==> config.mk <==
export PLATFORM = sky130hd
export DESIGN_NAME = touch_gesture_tap_drag_pinch
export DESIGN_NICKNAME = d
export VERILOG_FILES = /design/src/hw/rtl/tg_pkg.sv /design/src/hw/rtl/touch_gesture_tap_drag_pinch.sv /design/src/hw/rtl/tg_ctrl.sv /design/src/hw/rtl/tg_dp.sv
export VERILOG_INCLUDE_DIRS = /design/src /design/src/hw/rtl
export SDC_FILE = /design/constraint.sdc
export NUM_CORES = 2
export LEC_CHECK = 0
export ABC_AREA = 1
export CORE_MARGIN = 2
export CORE_UTILIZATION = 71
export CTS_BUF_LIST = sky130_fd_sc_hd__clkbuf_8
export DETAILED_ROUTE_END_ITERATION = 16
export DONT_BUFFER_PORTS = 1
export MAX_ROUTING_LAYER = met4
export PLACE_DENSITY = 0.87
export SETUP_SLACK_MARGIN = 0.1
export SYNTH_ARGS = -nofsm -noshare
export SYNTH_HDL_FRONTEND = slang
export SYNTH_SLANG_ARGS = --single-unit
==> constraint.sdc <==
create_clock -name clk -period 23.6 [get_ports clk]
set_input_delay 2.36 -clock clk [delete_from_list [all_inputs] [get_ports clk]]
set_output_delay 2.36 -clock clk [all_outputs]
set_load 0.03 [all_outputs]
==> src/hw/rtl/touch_gesture_tap_drag_pinch_defines.svh <==
// ----------------------------------------------------------------------------
// Touch gesture assertion macros
// Concurrent check helpers on clk with asynchronous active-low reset arst_n.
// ----------------------------------------------------------------------------
`ifndef TOUCH_GESTURE_TAP_DRAG_PINCH_DEFINES_SVH
`define TOUCH_GESTURE_TAP_DRAG_PINCH_DEFINES_SVH

`ifndef SYNTHESIS
`define TG_ASSERT_NOW(lbl, ant, con, msg) \
	lbl: assert property (@(posedge clk) disable iff (!arst_n) (ant) |-> (con)) \
		else $error(msg);
`define TG_ASSERT_NEXT(lbl, ant, con, msg) \
	lbl: assert property (@(posedge clk) disable iff (!arst_n) (ant) |=> (con)) \
		else $error(msg);
`else
`define TG_ASSERT_NOW(lbl, ant, con, msg)
`define TG_ASSERT_NEXT(lbl, ant, con, msg)
`endif

`endif

==> src/hw/rtl/tg_pkg.sv <==
// ----------------------------------------------------------------------------
// Touch gesture package
// Widths, codes, CORDIC angle table and controller/datapath bundles.
// ----------------------------------------------------------------------------
package tg_pkg;

	localparam int COORD_BITS      = 12;
	localparam int SCALE_FRAC_BITS = 8;

	localparam int DIFF_W  = COORD_BITS + 1;
	localparam int SQ_W    = 2 * COORD_BITS + 1;
	localparam int DIV_W   = SQ_W + 2 * SCALE_FRAC_BITS;
	localparam int SQV_W   = DIV_W + (DIV_W % 2);
	localparam int ROOT_W  = SQV_W / 2;
	localparam int SCALE_W = 16;
	localparam int ANG_W   = 16;
	localparam int RX_W    = ((ROOT_W > SCALE_W) ? ROOT_W : SCALE_W) + 1;
	localparam int CW      = COORD_BITS + 20;
	localparam int ZW      = 20;
	localparam int CORD_STEPS = 16;
	localparam int STEP_W  = 6;

	localparam int IN_BITS     = 2 + 4 * COORD_BITS;
	localparam int IN_DATA_W   = ((IN_BITS + 7) / 8) * 8;
	localparam int OUT_BITS    = 2 * DIFF_W + SCALE_W + ANG_W + 2 * COORD_BITS;
	localparam int OUT_DATA_W  = ((OUT_BITS + 7) / 8) * 8;

	localparam logic signed [ZW-1:0] PI_Q16 = 20'sd205887;

	localparam logic [1:0] FUNC_START = 2'd0;
	localparam logic [1:0] FUNC_MOVE  = 2'd1;
	localparam logic [1:0] FUNC_END   = 2'd2;

	localparam logic [1:0] KIND_DRAG  = 2'd0;
	localparam logic [1:0] KIND_PINCH = 2'd1;
	localparam logic [1:0] KIND_CLEAR = 2'd2;
	localparam logic [1:0] KIND_TAP   = 2'd3;

	localparam logic [2:0] OSEL_ZERO  = 3'd0;
	localparam logic [2:0] OSEL_DRAG  = 3'd1;
	localparam logic [2:0] OSEL_PINCH = 3'd2;
	localparam logic [2:0] OSEL_CLEAR = 3'd3;
	localparam logic [2:0] OSEL_TAP   = 3'd4;

	typedef struct packed {
		logic              cap_in;
		logic              load_start;
		logic              load_start2;
		logic              mul_en;
		logic              div_init;
		logic              div_en;
		logic              sqrt_init;
		logic              sqrt_en;
		logic              cord_init;
		logic              cord_en;
		logic              cord_done;
		logic              cord_sel;
		logic              out_load;
		logic [2:0]        out_sel;
		logic              out_last;
		logic [STEP_W-1:0] step;
	} cmd_t;

	typedef struct packed {
		logic [1:0] func;
		logic [1:0] cnt;
		logic       s2_zero;
		logic       out_free;
	} stat_t;

	// atan(2^-i) in Q.16, rounded
	function automatic logic signed [ZW-1:0] atan_q16(input logic [3:0] i);
		logic signed [ZW-1:0] r;
		case (i)
			4'd0:    r = 20'sd51472;
			4'd1:    r = 20'sd30386;
			4'd2:    r = 20'sd16055;
			4'd3:    r = 20'sd8150;
			4'd4:    r = 20'sd4091;
			4'd5:    r = 20'sd2047;
			4'd6:    r = 20'sd1024;
			4'd7:    r = 20'sd512;
			4'd8:    r = 20'sd256;
			4'd9:    r = 20'sd128;
			4'd10:   r = 20'sd64;
			4'd11:   r = 20'sd32;
			4'd12:   r = 20'sd16;
			4'd13:   r = 20'sd8;
			4'd14:   r = 20'sd4;
			default: r = 20'sd2;
		endcase
		return r;
	endfunction

endpackage

==> src/hw/rtl/touch_gesture_tap_drag_pinch.sv <==
// ----------------------------------------------------------------------------
// Touch gesture recognizer: tap, drag and two-finger pinch
// Input channel s_axis carries one touch event per item: tuser is the event
// kind, tdata the point count and up to two points. Output channel m_axis
// carries gesture results: tuser is the result kind, tlast marks the final
// result of an event.
// Sequencing: the controller takes one item at a time. Start and ignored
// events return to idle after decode; one-point moves and ends load one
// result. A two-point move with a known base emits a zero drag, then runs 4
// squarer passes, a 41-step shift-subtract divider, a 21-step square root
// and two CORDIC passes before the pinch result; the divider dominates.
// The result register decouples the channels: a new item is taken while a
// result waits, and the sequencer holds before loading a result until the
// receiver frees the register, so a stalled receiver stalls the block.
// Reset clears drag/pinch mode, the start points and the output valid.
// ----------------------------------------------------------------------------
`include "touch_gesture_tap_drag_pinch_defines.svh"

module touch_gesture_tap_drag_pinch (
	input  logic                          clk,
	input  logic                          arst_n,
	input  logic                          s_axis_tvalid,
	output logic                          s_axis_tready,
	// point_count[1:0], first_x, first_y, second_x, second_y, zero fill
	input  logic [tg_pkg::IN_DATA_W-1:0]  s_axis_tdata,
	// func[1:0]
	input  logic [1:0]                    s_axis_tuser,
	output logic                          m_axis_tvalid,
	input  logic                          m_axis_tready,
	// drag_dx, drag_dy, pinch_scale, pinch_angle, tap_x, tap_y, zero fill
	output logic [tg_pkg::OUT_DATA_W-1:0] m_axis_tdata,
	// kind[1:0]
	output logic [1:0]                    m_axis_tuser,
	output logic                          m_axis_tlast
);
	import tg_pkg::*;

	cmd_t  cmd;
	stat_t stat;

	// sequencer: event decode, mode flags, step counting
	tg_ctrl u_ctrl (
		.clk      (clk),
		.arst_n   (arst_n),
		.in_valid (s_axis_tvalid),
		.in_ready (s_axis_tready),
		.stat     (stat),
		.cmd      (cmd)
	);

	// arithmetic and result register
	tg_dp u_dp (
		.clk       (clk),
		.arst_n    (arst_n),
		.cmd       (cmd),
		.stat      (stat),
		.in_data   (s_axis_tdata),
		.in_user   (s_axis_tuser),
		.out_valid (m_axis_tvalid),
		.out_ready (m_axis_tready),
		.out_data  (m_axis_tdata),
		.out_user  (m_axis_tuser),
		.out_last  (m_axis_tlast)
	);

	// never overwrite a result that has not been taken
	`TG_ASSERT_NOW(a_no_overwrite, cmd.out_load, stat.out_free, "result overwritten")
	// one item in work at a time
	`TG_ASSERT_NEXT(a_one_item, s_axis_tvalid && s_axis_tready, !s_axis_tready, "item overlap")
	// the pinch result cannot follow its zero drag on the next cycle
	`TG_ASSERT_NEXT(a_pinch_gap, m_axis_tvalid && m_axis_tready && !m_axis_tlast, !m_axis_tvalid, "pinch too early")

endmodule

==> src/hw/rtl/tg_ctrl.sv <==
// ----------------------------------------------------------------------------
// Touch gesture controller
// Decodes each event, tracks drag/pinch mode and sequences the pinch math.
// ----------------------------------------------------------------------------
module tg_ctrl (
	input  logic         clk,
	input  logic         arst_n,
	input  logic         in_valid,
	output logic         in_ready,
	input  tg_pkg::stat_t stat,
	output tg_pkg::cmd_t  cmd
);
	import tg_pkg::*;

	localparam logic [3:0] ST_IDLE   = 4'd0;
	localparam logic [3:0] ST_DECIDE = 4'd1;
	localparam logic [3:0] ST_EMIT   = 4'd2;
	localparam logic [3:0] ST_MUL    = 4'd3;
	localparam logic [3:0] ST_DIV    = 4'd4;
	localparam logic [3:0] ST_SQRT   = 4'd5;
	localparam logic [3:0] ST_CORA   = 4'd6;
	localparam logic [3:0] ST_CORB   = 4'd7;
	localparam logic [3:0] ST_FIN    = 4'd8;

	localparam logic [STEP_W-1:0] STEP_MUL_END  = STEP_W'(3);
	localparam logic [STEP_W-1:0] STEP_DIV_END  = STEP_W'(DIV_W);
	localparam logic [STEP_W-1:0] STEP_SQRT_END = STEP_W'(ROOT_W);
	localparam logic [STEP_W-1:0] STEP_CORD_END = STEP_W'(CORD_STEPS + 1);

	logic [3:0]        state_q, state_d;
	logic [STEP_W-1:0] step_q, step_d;
	logic              dragging_q, dragging_d;
	logic              pinching_q, pinching_d;
	logic [2:0]        sel_q, sel_d;
	logic              last_q, last_d;
	logic              more_q, more_d;

	assign in_ready = (state_q == ST_IDLE);

	always_comb begin
		cmd        = '0;
		cmd.step   = step_q;
		state_d    = state_q;
		step_d     = step_q;
		dragging_d = dragging_q;
		pinching_d = pinching_q;
		sel_d      = sel_q;
		last_d     = last_q;
		more_d     = more_q;
		case (state_q)
			ST_IDLE: begin
				if (in_valid) begin
					cmd.cap_in = 1'b1;
					state_d    = ST_DECIDE;
				end
			end
			ST_DECIDE: begin
				state_d = ST_IDLE;
				case (stat.func)
					FUNC_START: begin
						cmd.load_start = 1'b1;
						dragging_d     = 1'b0;
						pinching_d     = 1'b0;
					end
					FUNC_MOVE: begin
						if (stat.cnt >= 2'd2) begin
							pinching_d = 1'b1;
							dragging_d = 1'b0;
							sel_d      = OSEL_ZERO;
							state_d    = ST_EMIT;
							if (stat.s2_zero) begin
								// no second start point yet: take this one as base
								cmd.load_start2 = 1'b1;
								last_d          = 1'b1;
								more_d          = 1'b0;
							end else begin
								last_d = 1'b0;
								more_d = 1'b1;
							end
						end else if (stat.cnt == 2'd1 && !pinching_q) begin
							dragging_d = 1'b1;
							sel_d      = OSEL_DRAG;
							last_d     = 1'b1;
							more_d     = 1'b0;
							state_d    = ST_EMIT;
						end
					end
					FUNC_END: begin
						if (stat.cnt == 2'd0) begin
							last_d  = 1'b1;
							more_d  = 1'b0;
							state_d = ST_EMIT;
							if (dragging_q) begin
								dragging_d = 1'b0;
								sel_d      = OSEL_ZERO;
							end else if (pinching_q) begin
								pinching_d = 1'b0;
								sel_d      = OSEL_CLEAR;
							end else begin
								sel_d = OSEL_TAP;
							end
						end
					end
					default: ;
				endcase
			end
			ST_EMIT: begin
				if (stat.out_free) begin
					cmd.out_load = 1'b1;
					cmd.out_sel  = sel_q;
					cmd.out_last = last_q;
					step_d       = '0;
					state_d      = more_q ? ST_MUL : ST_IDLE;
				end
			end
			ST_MUL: begin
				cmd.mul_en = 1'b1;
				if (step_q == STEP_MUL_END) begin
					step_d  = '0;
					state_d = ST_DIV;
				end else begin
					step_d = step_q + 1'b1;
				end
			end
			ST_DIV: begin
				cmd.div_init = (step_q == '0);
				cmd.div_en   = (step_q != '0);
				if (step_q == STEP_DIV_END) begin
					step_d  = '0;
					state_d = ST_SQRT;
				end else begin
					step_d = step_q + 1'b1;
				end
			end
			ST_SQRT: begin
				cmd.sqrt_init = (step_q == '0);
				cmd.sqrt_en   = (step_q != '0);
				if (step_q == STEP_SQRT_END) begin
					step_d  = '0;
					state_d = ST_CORA;
				end else begin
					step_d = step_q + 1'b1;
				end
			end
			ST_CORA, ST_CORB: begin
				cmd.cord_sel = (state_q == ST_CORB);
				if (step_q == '0) begin
					cmd.cord_init = 1'b1;
					step_d        = step_q + 1'b1;
				end else if (step_q == STEP_CORD_END) begin
					cmd.cord_done = 1'b1;
					step_d        = '0;
					state_d       = (state_q == ST_CORA) ? ST_CORB : ST_FIN;
				end else begin
					cmd.cord_en = 1'b1;
					step_d      = step_q + 1'b1;
				end
			end
			ST_FIN: begin
				if (stat.out_free) begin
					cmd.out_load = 1'b1;
					cmd.out_sel  = OSEL_PINCH;
					cmd.out_last = 1'b1;
					state_d      = ST_IDLE;
				end
			end
			default: state_d = ST_IDLE;
		endcase
	end

	always_ff @(posedge clk or negedge arst_n) begin
		if (!arst_n) begin
			state_q    <= ST_IDLE;
			step_q     <= '0;
			dragging_q <= 1'b0;
			pinching_q <= 1'b0;
			sel_q      <= OSEL_ZERO;
			last_q     <= 1'b0;
			more_q     <= 1'b0;
		end else begin
			state_q    <= state_d;
			step_q     <= step_d;
			dragging_q <= dragging_d;
			pinching_q <= pinching_d;
			sel_q      <= sel_d;
			last_q     <= last_d;
			more_q     <= more_d;
		end
	end

endmodule

==> src/hw/rtl/tg_dp.sv <==
// ----------------------------------------------------------------------------
// Touch gesture datapath
// Start points, squarer, shift-subtract divider, square root, CORDIC, output.
// ----------------------------------------------------------------------------
module tg_dp (
	input  logic                          clk,
	input  logic                          arst_n,
	input  tg_pkg::cmd_t                  cmd,
	output tg_pkg::stat_t                 stat,
	input  logic [tg_pkg::IN_DATA_W-1:0]  in_data,
	input  logic [1:0]                    in_user,
	output logic                          out_valid,
	input  logic                          out_ready,
	output logic [tg_pkg::OUT_DATA_W-1:0] out_data,
	output logic [1:0]                    out_user,
	output logic                          out_last
);
	import tg_pkg::*;

	logic [1:0]            func_q, cnt_q;
	logic [COORD_BITS-1:0] fx_q, fy_q, sx_q, sy_q;
	logic [COORD_BITS-1:0] start_x_q, start_y_q, start2_x_q, start2_y_q;

	logic [SQ_W-1:0]       d1_q, d0_q, rem_q;
	logic [DIV_W-1:0]      quo_q;
	logic [SQV_W-1:0]      sqv_q;
	logic [ROOT_W-1:0]     root_q;
	logic [ROOT_W+1:0]     srem_q;
	logic signed [CW-1:0]  x_q, y_q;
	logic signed [ZW-1:0]  z_q;
	logic                  zvec_q;
	logic signed [ZW:0]    ang_q;

	logic                  out_valid_q;
	logic [1:0]            kind_q;
	logic [DIFF_W-1:0]     dx_q, dy_q;
	logic [SCALE_W-1:0]    scale_q;
	logic [ANG_W-1:0]      angle_q;
	logic [COORD_BITS-1:0] tx_q, ty_q;
	logic                  last_q;

	// capture the item
	always_ff @(posedge clk) begin
		if (cmd.cap_in) begin
			func_q <= in_user;
			cnt_q  <= in_data[1:0];
			fx_q   <= in_data[2 +: COORD_BITS];
			fy_q   <= in_data[2 + COORD_BITS +: COORD_BITS];
			sx_q   <= in_data[2 + 2 * COORD_BITS +: COORD_BITS];
			sy_q   <= in_data[2 + 3 * COORD_BITS +: COORD_BITS];
		end
	end

	always_ff @(posedge clk or negedge arst_n) begin
		if (!arst_n) begin
			start_x_q  <= '0;
			start_y_q  <= '0;
			start2_x_q <= '0;
			start2_y_q <= '0;
		end else if (cmd.load_start) begin
			start_x_q  <= fx_q;
			start_y_q  <= fy_q;
			start2_x_q <= (cnt_q >= 2'd2) ? sx_q : '0;
			start2_y_q <= (cnt_q >= 2'd2) ? sy_q : '0;
		end else if (cmd.load_start2) begin
			start2_x_q <= sx_q;
			start2_y_q <= sy_q;
		end
	end

	// finger vectors
	logic signed [DIFF_W-1:0] cdx, cdy, bdx, bdy, ddx, ddy;
	assign cdx = $signed({1'b0, sx_q}) - $signed({1'b0, fx_q});
	assign cdy = $signed({1'b0, sy_q}) - $signed({1'b0, fy_q});
	assign bdx = $signed({1'b0, start2_x_q}) - $signed({1'b0, start_x_q});
	assign bdy = $signed({1'b0, start2_y_q}) - $signed({1'b0, start_y_q});
	assign ddx = $signed({1'b0, fx_q}) - $signed({1'b0, start_x_q});
	assign ddy = $signed({1'b0, fy_q}) - $signed({1'b0, start_y_q});

	// one squarer, four passes
	logic signed [DIFF_W-1:0]   mop;
	logic signed [2*DIFF_W-1:0] msq;
	logic [SQ_W-1:0]            sqv;
	always_comb begin
		case (cmd.step[1:0])
			2'd0:    mop = cdx;
			2'd1:    mop = cdy;
			2'd2:    mop = bdx;
			default: mop = bdy;
		endcase
	end
	assign msq = mop * mop;
	assign sqv = msq[SQ_W-1:0];

	always_ff @(posedge clk) begin
		if (cmd.mul_en) begin
			case (cmd.step[1:0])
				2'd0:    d1_q <= sqv;
				2'd1:    d1_q <= d1_q + sqv;
				2'd2:    d0_q <= sqv;
				default: d0_q <= d0_q + sqv;
			endcase
		end
	end

	// restoring divider, one quotient bit a step
	logic [SQ_W+1:0] dtrial;
	assign dtrial = {1'b0, rem_q, quo_q[DIV_W-1]} - {2'b00, d0_q};

	always_ff @(posedge clk) begin
		if (cmd.div_init) begin
			rem_q <= '0;
			quo_q <= {d1_q, {(2 * SCALE_FRAC_BITS){1'b0}}};
		end else if (cmd.div_en) begin
			if (!dtrial[SQ_W+1]) begin
				rem_q <= dtrial[SQ_W-1:0];
				quo_q <= {quo_q[DIV_W-2:0], 1'b1};
			end else begin
				rem_q <= {rem_q[SQ_W-2:0], quo_q[DIV_W-1]};
				quo_q <= {quo_q[DIV_W-2:0], 1'b0};
			end
		end
	end

	// square root, one root bit a step
	logic [ROOT_W+3:0] srs, strial, sdiff;
	assign srs    = {srem_q, sqv_q[SQV_W-1 -: 2]};
	assign strial = {2'b00, root_q, 2'b01};
	assign sdiff  = srs - strial;

	always_ff @(posedge clk) begin
		if (cmd.sqrt_init) begin
			sqv_q  <= SQV_W'(quo_q);
			srem_q <= '0;
			root_q <= '0;
		end else if (cmd.sqrt_en) begin
			sqv_q <= {sqv_q[SQV_W-3:0], 2'b00};
			if (srs >= strial) begin
				srem_q <= sdiff[ROOT_W+1:0];
				root_q <= {root_q[ROOT_W-2:0], 1'b1};
			end else begin
				srem_q <= srs[ROOT_W+1:0];
				root_q <= {root_q[ROOT_W-2:0], 1'b0};
			end
		end
	end

	logic [RX_W-1:0]    rootx;
	logic [SCALE_W-1:0] scale;
	assign rootx = RX_W'(root_q);
	assign scale = ((d0_q == '0) || (rootx > RX_W'({SCALE_W{1'b1}}))) ?
		{SCALE_W{1'b1}} : rootx[SCALE_W-1:0];

	// CORDIC vectoring
	logic signed [DIFF_W-1:0] vx, vy, nvx, nvy;
	logic signed [CW-1:0]     ex, ey, xs, ys;
	logic [STEP_W-1:0]        cidx;
	logic [3:0]               ci;
	logic signed [ZW-1:0]     zres;
	assign vx   = cmd.cord_sel ? bdx : cdx;
	assign vy   = cmd.cord_sel ? bdy : cdy;
	assign nvx  = vx[DIFF_W-1] ? -vx : vx;
	assign nvy  = vx[DIFF_W-1] ? -vy : vy;
	assign ex   = CW'(nvx) <<< 16;
	assign ey   = CW'(nvy) <<< 16;
	assign cidx = cmd.step - 1'b1;
	assign ci   = cidx[3:0];
	assign xs   = x_q >>> ci;
	assign ys   = y_q >>> ci;
	assign zres = zvec_q ? '0 : z_q;

	always_ff @(posedge clk) begin
		if (cmd.cord_init) begin
			x_q    <= ex;
			y_q    <= ey;
			zvec_q <= (vx == '0) && (vy == '0);
			if (vx[DIFF_W-1]) begin
				z_q <= vy[DIFF_W-1] ? -PI_Q16 : PI_Q16;
			end else begin
				z_q <= '0;
			end
		end else if (cmd.cord_en) begin
			if (!y_q[CW-1]) begin
				x_q <= x_q + ys;
				y_q <= y_q - xs;
				z_q <= z_q + atan_q16(ci);
			end else begin
				x_q <= x_q - ys;
				y_q <= y_q + xs;
				z_q <= z_q - atan_q16(ci);
			end
		end
		if (cmd.cord_done) begin
			ang_q <= cmd.cord_sel ? (ang_q - (ZW + 1)'(zres)) : (ZW + 1)'(zres);
		end
	end

	logic signed [ZW:0] ang_rnd;
	assign ang_rnd = (ang_q + (ZW + 1)'(8)) >>> 4;

	// result register
	always_ff @(posedge clk or negedge arst_n) begin
		if (!arst_n) begin
			out_valid_q <= 1'b0;
		end else if (cmd.out_load) begin
			out_valid_q <= 1'b1;
		end else if (out_ready) begin
			out_valid_q <= 1'b0;
		end
	end

	always_ff @(posedge clk) begin
		if (cmd.out_load) begin
			kind_q  <= KIND_DRAG;
			dx_q    <= '0;
			dy_q    <= '0;
			scale_q <= '0;
			angle_q <= '0;
			tx_q    <= '0;
			ty_q    <= '0;
			last_q  <= cmd.out_last;
			case (cmd.out_sel)
				OSEL_DRAG: begin
					dx_q <= ddx;
					dy_q <= ddy;
				end
				OSEL_PINCH: begin
					kind_q  <= KIND_PINCH;
					scale_q <= scale;
					angle_q <= ang_rnd[ANG_W-1:0];
				end
				OSEL_CLEAR: kind_q <= KIND_CLEAR;
				OSEL_TAP: begin
					kind_q <= KIND_TAP;
					tx_q   <= start_x_q;
					ty_q   <= start_y_q;
				end
				default: ;
			endcase
		end
	end

	assign out_valid = out_valid_q;
	assign out_user  = kind_q;
	assign out_last  = last_q;
	assign out_data  = OUT_DATA_W'({ty_q, tx_q, angle_q, scale_q, dy_q, dx_q});

	assign stat.func     = func_q;
	assign stat.cnt      = cnt_q;
	assign stat.s2_zero  = (start2_x_q == '0) && (start2_y_q == '0);
	assign stat.out_free = !out_valid_q || out_ready;

endmodule
======== Word level (Yosys, flattened, before mapping) ========
Memory sizes are Yosys's and may differ from the RTL's.
Cells that the tools add are included.
storage, ports and cells
  output and inout port bits .............. 93
  word-level logic and storage cells ...... 247
  input port bits ......................... 62
  ROM bits ................................ 512
  bits in latches ......................... 0
  bits in writable memories ............... 0
  bits in registers ....................... 511
  memories ................................ 2
memories
  memory            depth  width  read ports  clocked after memory_dff  wr ports  line          source
  (name not given)  16     16     1           0                         0         tg_pkg.sv:74  case (i)
  (name not given)  16     16     1           0                         0         tg_pkg.sv:74
operators by class
  shift-type cells ........................ 2
  reduce and logical (&&, ||, !) cells .... 36
  multipliers ............................. 1
  add/subtract/negate cells ............... 22
  equal/unequal tests ..................... 33
  divide/modulo/power cells ............... 0
  muxes and demuxes ....................... 105
  order comparisons ....................... 3
  bitwise operators ....................... 1
operator list
  cell                                          count
  2-to-1 mux 20 bit                             12
  2-to-1 mux 32 bit                             6
  2-to-1 mux 41 bit                             4
  one-hot mux 25 bit (2 select lines)           2
  subtractor 12 x 12 -> 13 bit                  6
  2-to-1 mux 12 bit                             6
  adder 32 bit                                  2
  >>> shifter 32 x 4 -> 32 bit                  2
  subtractor 32 bit                             2
  2-to-1 mux 13 bit                             4
  adder 25 bit                                  2
  2-to-1 mux 4 bit                              11
  one-hot mux 13 bit (3 select lines)           1
  2-to-1 mux 6 bit                              6
  one-hot mux 4 bit (8 select lines)            1
  one-hot mux 6 bit (5 select lines)            1
  subtractor 26 x 25 -> 27 bit                  1
  logical NOT 13 bit                            2
  negation 13 bit                               2
  greater-or-equal comparator 25 x 23 -> 1 bit  1
  logical NOT 25 bit                            1
  multiplier 13 x 13 -> 25 bit                  1
  2-to-1 mux 1 bit                              25
  2-to-1 mux 25 bit                             1
  53 further kinds                              101

======== Depth between registers and ports, before layout ========
  depth in word-level cells ............... 10
  depth in mapped cells ................... 48
  mapped depth without buffers ............ 47

======== Hierarchy ========
A second synthesis with hierarchy kept.
second synthesis, totals
  cell total of the unflattened synthesis .. 6249
  area total of the unflattened synthesis .. 46074.2 sq um
by module, submodules not included
  module   cells an instance  seq. area each (sq um)  area an instance (sq um)  instances
  tg_dp    6024               13377.8                 44620.3                   1
  tg_ctrl  225                425.4                   1453.9                    1

======== Worst setup path after synthesis ========
OpenSTA, ideal clock, no wires.
  path kind ............................... register to register
  start ................................... register u_ctrl.step_q[0]
  end ..................................... register u_dp.d0_q[24], data pin
  path slack .............................. 15.205 ns
  clock period less this slack ............ 8.395 ns
  arrival time ............................ 8.131 ns
  path buffers ............................ 5
  data required time ...................... 23.337 ns
  stages on the path, launching flop included .. 40
  library setup time ...................... 0.263 ns
  cell sequence ........................... dfrtp_1 > buf_6 > inv_2 > buf_2 > ha_1 > clkbuf_1 > nand3_1 > nand4_1 > nand2_1 > buf_2 > inv_1 > buf_2 > nand2_1 > fa_1 > fa_1 > inv_1 > fa_1 > fa_1 > [... 4 more ...] > ha_1 > nand2_1 > nor2_1 > nand2_1 > o211ai_1 > nor2_1 > o21ai_0 > a21oi_1 > xnor2_1 > ha_1 > nand2_1 > nor3_1 > nor3b_1 > nand3_1 > nand3_1 > o21ai_0 > a21oi_1 > xnor2_1
between the ends
  cells in the longest elaborated chain, start to end .. 5
  elaborated cells between the ends (all ways) .. 8
  classes of those cells .................. add/sub: 1; mul: 1; eq/ne: 2; mux: 2; reduce/logical: 2
ends and longest elaborated chain
  element                                line                      source
  start: declaration                     tg_ctrl.sv:31             logic [STEP_W-1:0] step_q, step_d;
  start signal: assignment               tg_ctrl.sv:182            step_q <= step_d;
  == test 2 bit (tied with other cells)  tg_dp.sv:85, tg_dp.sv:97
  one-hot mux 13 bit (3 select lines)    tg_dp.sv:85               case (cmd.step[1:0])
  multiplier 13 x 13 -> 25 bit           tg_dp.sv:92               assign msq = mop * mop;
  adder 25 bit                           tg_dp.sv:101              default: d0_q <= d0_q + sqv;
  one-hot mux 25 bit (2 select lines) *  tg_dp.sv:97               case (cmd.step[1:0])
  end signal: assignment                 tg_dp.sv:100              2'd2: d0_q <= sqv;
  end signal: assignment                 tg_dp.sv:101
  end: declaration                       tg_dp.sv:24               logic [SQ_W-1:0] d1_q, d0_q, rem_q;
Mark *: on every way between the ends. The rest lies on a longest branch, timed or not.
A chain may end at the register's enable or synchronous reset.

======== Worst setup path in the final report ========
Same ends and word-level chain as after synthesis.

==> metrics.yaml <==
status: "completed"
worstMarginPinSlew_ps: 1326
synthTopCellsByCount: "nand2_1, inv_1, nand3_1"
vias: 43360
ys_warn_count: 0
crit_type: "reg2reg"
cts-root-buf: "clkbuf_8"
holdPathStages: 2
pin_count: 155
die_w_um: 257.8
crit_path_end: "u_dp.d0_q[24]$_DFFE_PP_"
crit_required_ps: 24050
drive_above_1_share: 0.04460
cts.clk_slew.worst_paths_ps: 70
layoutNonFillerInstCount: 7095
setup_tns_ps: 0
grt_pass1_wl_mm: 209.9
async_flop_share: 0.1294
rows: 93
seq_area_frac_synth: 0.3019
syn_avg_cell_area_um2: 7.361
start_kind: "register"
relSlewSlack: 0.1153
routed_wl_mm: 131.0
initial_core_util: 0.7131
cts.sinks: 510
synth_ff_type: "edfxtp_1"
fin_nets: 6732
reg2reg_slack_ps: 12240
globalRouteTotalUtil: 0.4007
cts_setup_buffers: 0
h-tree-depth: 3
arrival_ps: 11810
synth_edf_count: 326
grt_antenna_before_repair: 5
fmax_mhz: 88.04
max_cap_violations: 0
max_stage_delay_ps: 900
viasPerCell: 6.111
post-dp-hpwl_mm: 97.13
first_pass_iters: 7
reg2reg_to: "u_dp.d0_q[24]$_DFFE_PP_"
post-route-period-util: 0.4813
initialDrtViolationCount: 5027
grt_max_degree: 86
hold_viol_final: 0
slew_violations: 0
skew_ps: 50.28
ys_ff_latch: 510
setup_violations: 0
crit_start: "u_ctrl.step_q[0]$_DFFE_PN0P_"
portBuffers: 0
area_growth_pct: 5.284
dp.cells: 6924
place.gp.congestion: 1.022
endpoint_kind: "register"
clock_path_buffers: 3
first_global_vias: 40790
synth_cells: 6211
holdBufCountCts: 0
cp_max_fo: 70
cts_buffers: 87
fin_crit_ps: 11360
cts-resized-gates: 0
netlist_top_cells_area: "edfxtp_1, nand2_1, ha_1, inv_1, nand3_1"
cts_tree: "yes"
crit_path_frequent_cell: "fa_1"
rsz0062_at_grt: "false"
clk_latency_ps: 740
ys_types: 63
die-area_mm2: 0.06644
die-height_um: 257.8
core_area_mm2: 0.06412
synth_top_area_share: 0.2141
grt-ovfl-total: 0
worstHoldPathType: "reg2reg"
ant_nets: 0
synth_top_cell_by_area: "edfxtp_1"
drc_errors: 0
reg2reg_from: "u_ctrl.step_q[0]$_DFFE_PN0P_"
wl_per_cell_um: 18.46
cp_slowest_cell: "inv_2"
syn_area_mm2: 0.04572
worst_r2r_path_depth: 36
synth_most_common_cell: "nand2_1"
-- cell type report --
class                           instances  area (µm²)
Clock inverter                         64       493.0
Inverter                              862        3236
Tap cell                              855        1070
Timing Repair Buffer                   35       262.8
Clock buffer                          100        1376
Antenna cell                            7       17.52
Sequential cell                       510       13800
Fill cell                            4967       15980
Multi-Input combinational cell       4662       27880
-- flip-flops by register name (all words and copies together) (netlist names), 23 cells and up --
| register | cells |
|---|---|
| u_dp.sqv_q | 42 |
| u_dp.quo_q | 41 |
| u_dp.x_q | 32 |
| u_dp.y_q | 32 |
| u_dp.d0_q | 25 |
| u_dp.d1_q | 25 |
| u_dp.rem_q | 25 |
| u_dp.srem_q | 23 |
-- cells by family (layout without fill, tap and decap cells) --
| family | after synthesis | after routing | share of synthesized area |
|---|---|---|---|
| AOI/OAI and AO/OA | 1209 | 1209 | 0.1472 |
| buffers and inverters | 1044 | 1061 | 0.09064 |
| adders and majority gates | 512 | 512 | 0.1646 |
| other | 1 | 13 | 0.00008202 |
| DFF | 510 | 510 | 0.3019 |
| and+or+nand+nor | 2717 | 2717 | 0.2538 |
| xor gates and xnor gates | 216 | 216 | 0.04138 |
| muxes | 2 | 2 | 0.0004652 |
-- worst min path at each step --
stage	startpoint	end	slack [ps]
final	u_dp.rem_q[6]$_SDFFE_PP0P_	u_dp.rem_q[6]$_SDFFE_PP0P_	480
after global routing	u_dp.rem_q[8]$_SDFFE_PP0P_	u_dp.rem_q[8]$_SDFFE_PP0P_	490
after CTS	u_dp.rem_q[23]$_SDFFE_PP0P_	u_dp.rem_q[23]$_SDFFE_PP0P_	470
after detailed placement	u_ctrl.dragging_q$_DFFE_PN0P_	u_ctrl.sel_q[2]$_DFFE_PN0P_	450
after global placement	u_dp.sqv_q[39]$_DFFE_PP_	u_dp.sqv_q[41]$_SDFFE_PP0P_	430
after floorplan	u_dp.sqv_q[39]$_DFFE_PP_	u_dp.sqv_q[41]$_SDFFE_PP0P_	420
-- layer usage --
layer	track usage	part of all wire	vias to the layer above	routed length [µm]
li1	-	-	20710	-
met1	0.5522	0.43	20120	56770
met2	0.6027	0.44	2183	57600
met3	0.06763	0.094	338	12310
met4	0.1344	0.033	0	4318
met5	-	0	-	0
-- critical path, delay by kind of cell (launching register included) --
| kind | cells | cell delay (ps) |
|---|---|---|
| AOI/OAI and AO/OA | 6 | 1110 |
| and+or+nand+nor | 12 | 2100 |
| adders and majority gates | 9 | 4140 |
| DFF | 1 | 430 |
| buffers and inverters | 7 | 2450 |
| xor gates and xnor gates | 2 | 830 |
-- stage by stage --
step / cell area (µm²) / util / hold WS (ps) / setup slack (ps)
final: 48140 / 0.7508 / 475.9 / 12240
after global routing: 48130 / 0.7507 / 491.8 / 11610
after CTS: 48120 / 0.7505 / 474.4 / 12500
after detailed placement: 46250 / 0.7214 / 454.6 / 12590
after global placement: 46250 / 0.7214 / 434.7 / 12770
after floorplan: 45740 / - / 421.5 / 15210
-- layout by cell type (no fill, tap or decap), drive strengths merged, types with 66 or more instances in the layout --
cell,count
a21oi,384
clkbuf,100
dfrtp,66
dfxtp,118
edfxtp,326
fa,149
ha,363
inv,884
nand2,1432
nand3,604
nand4,68
nor2,476
o21ai,546
xnor2,86
xor2,130
Power is not shown: default switching activity piles up to over one toggle a cycle in this logic, so the estimate is an artifact.
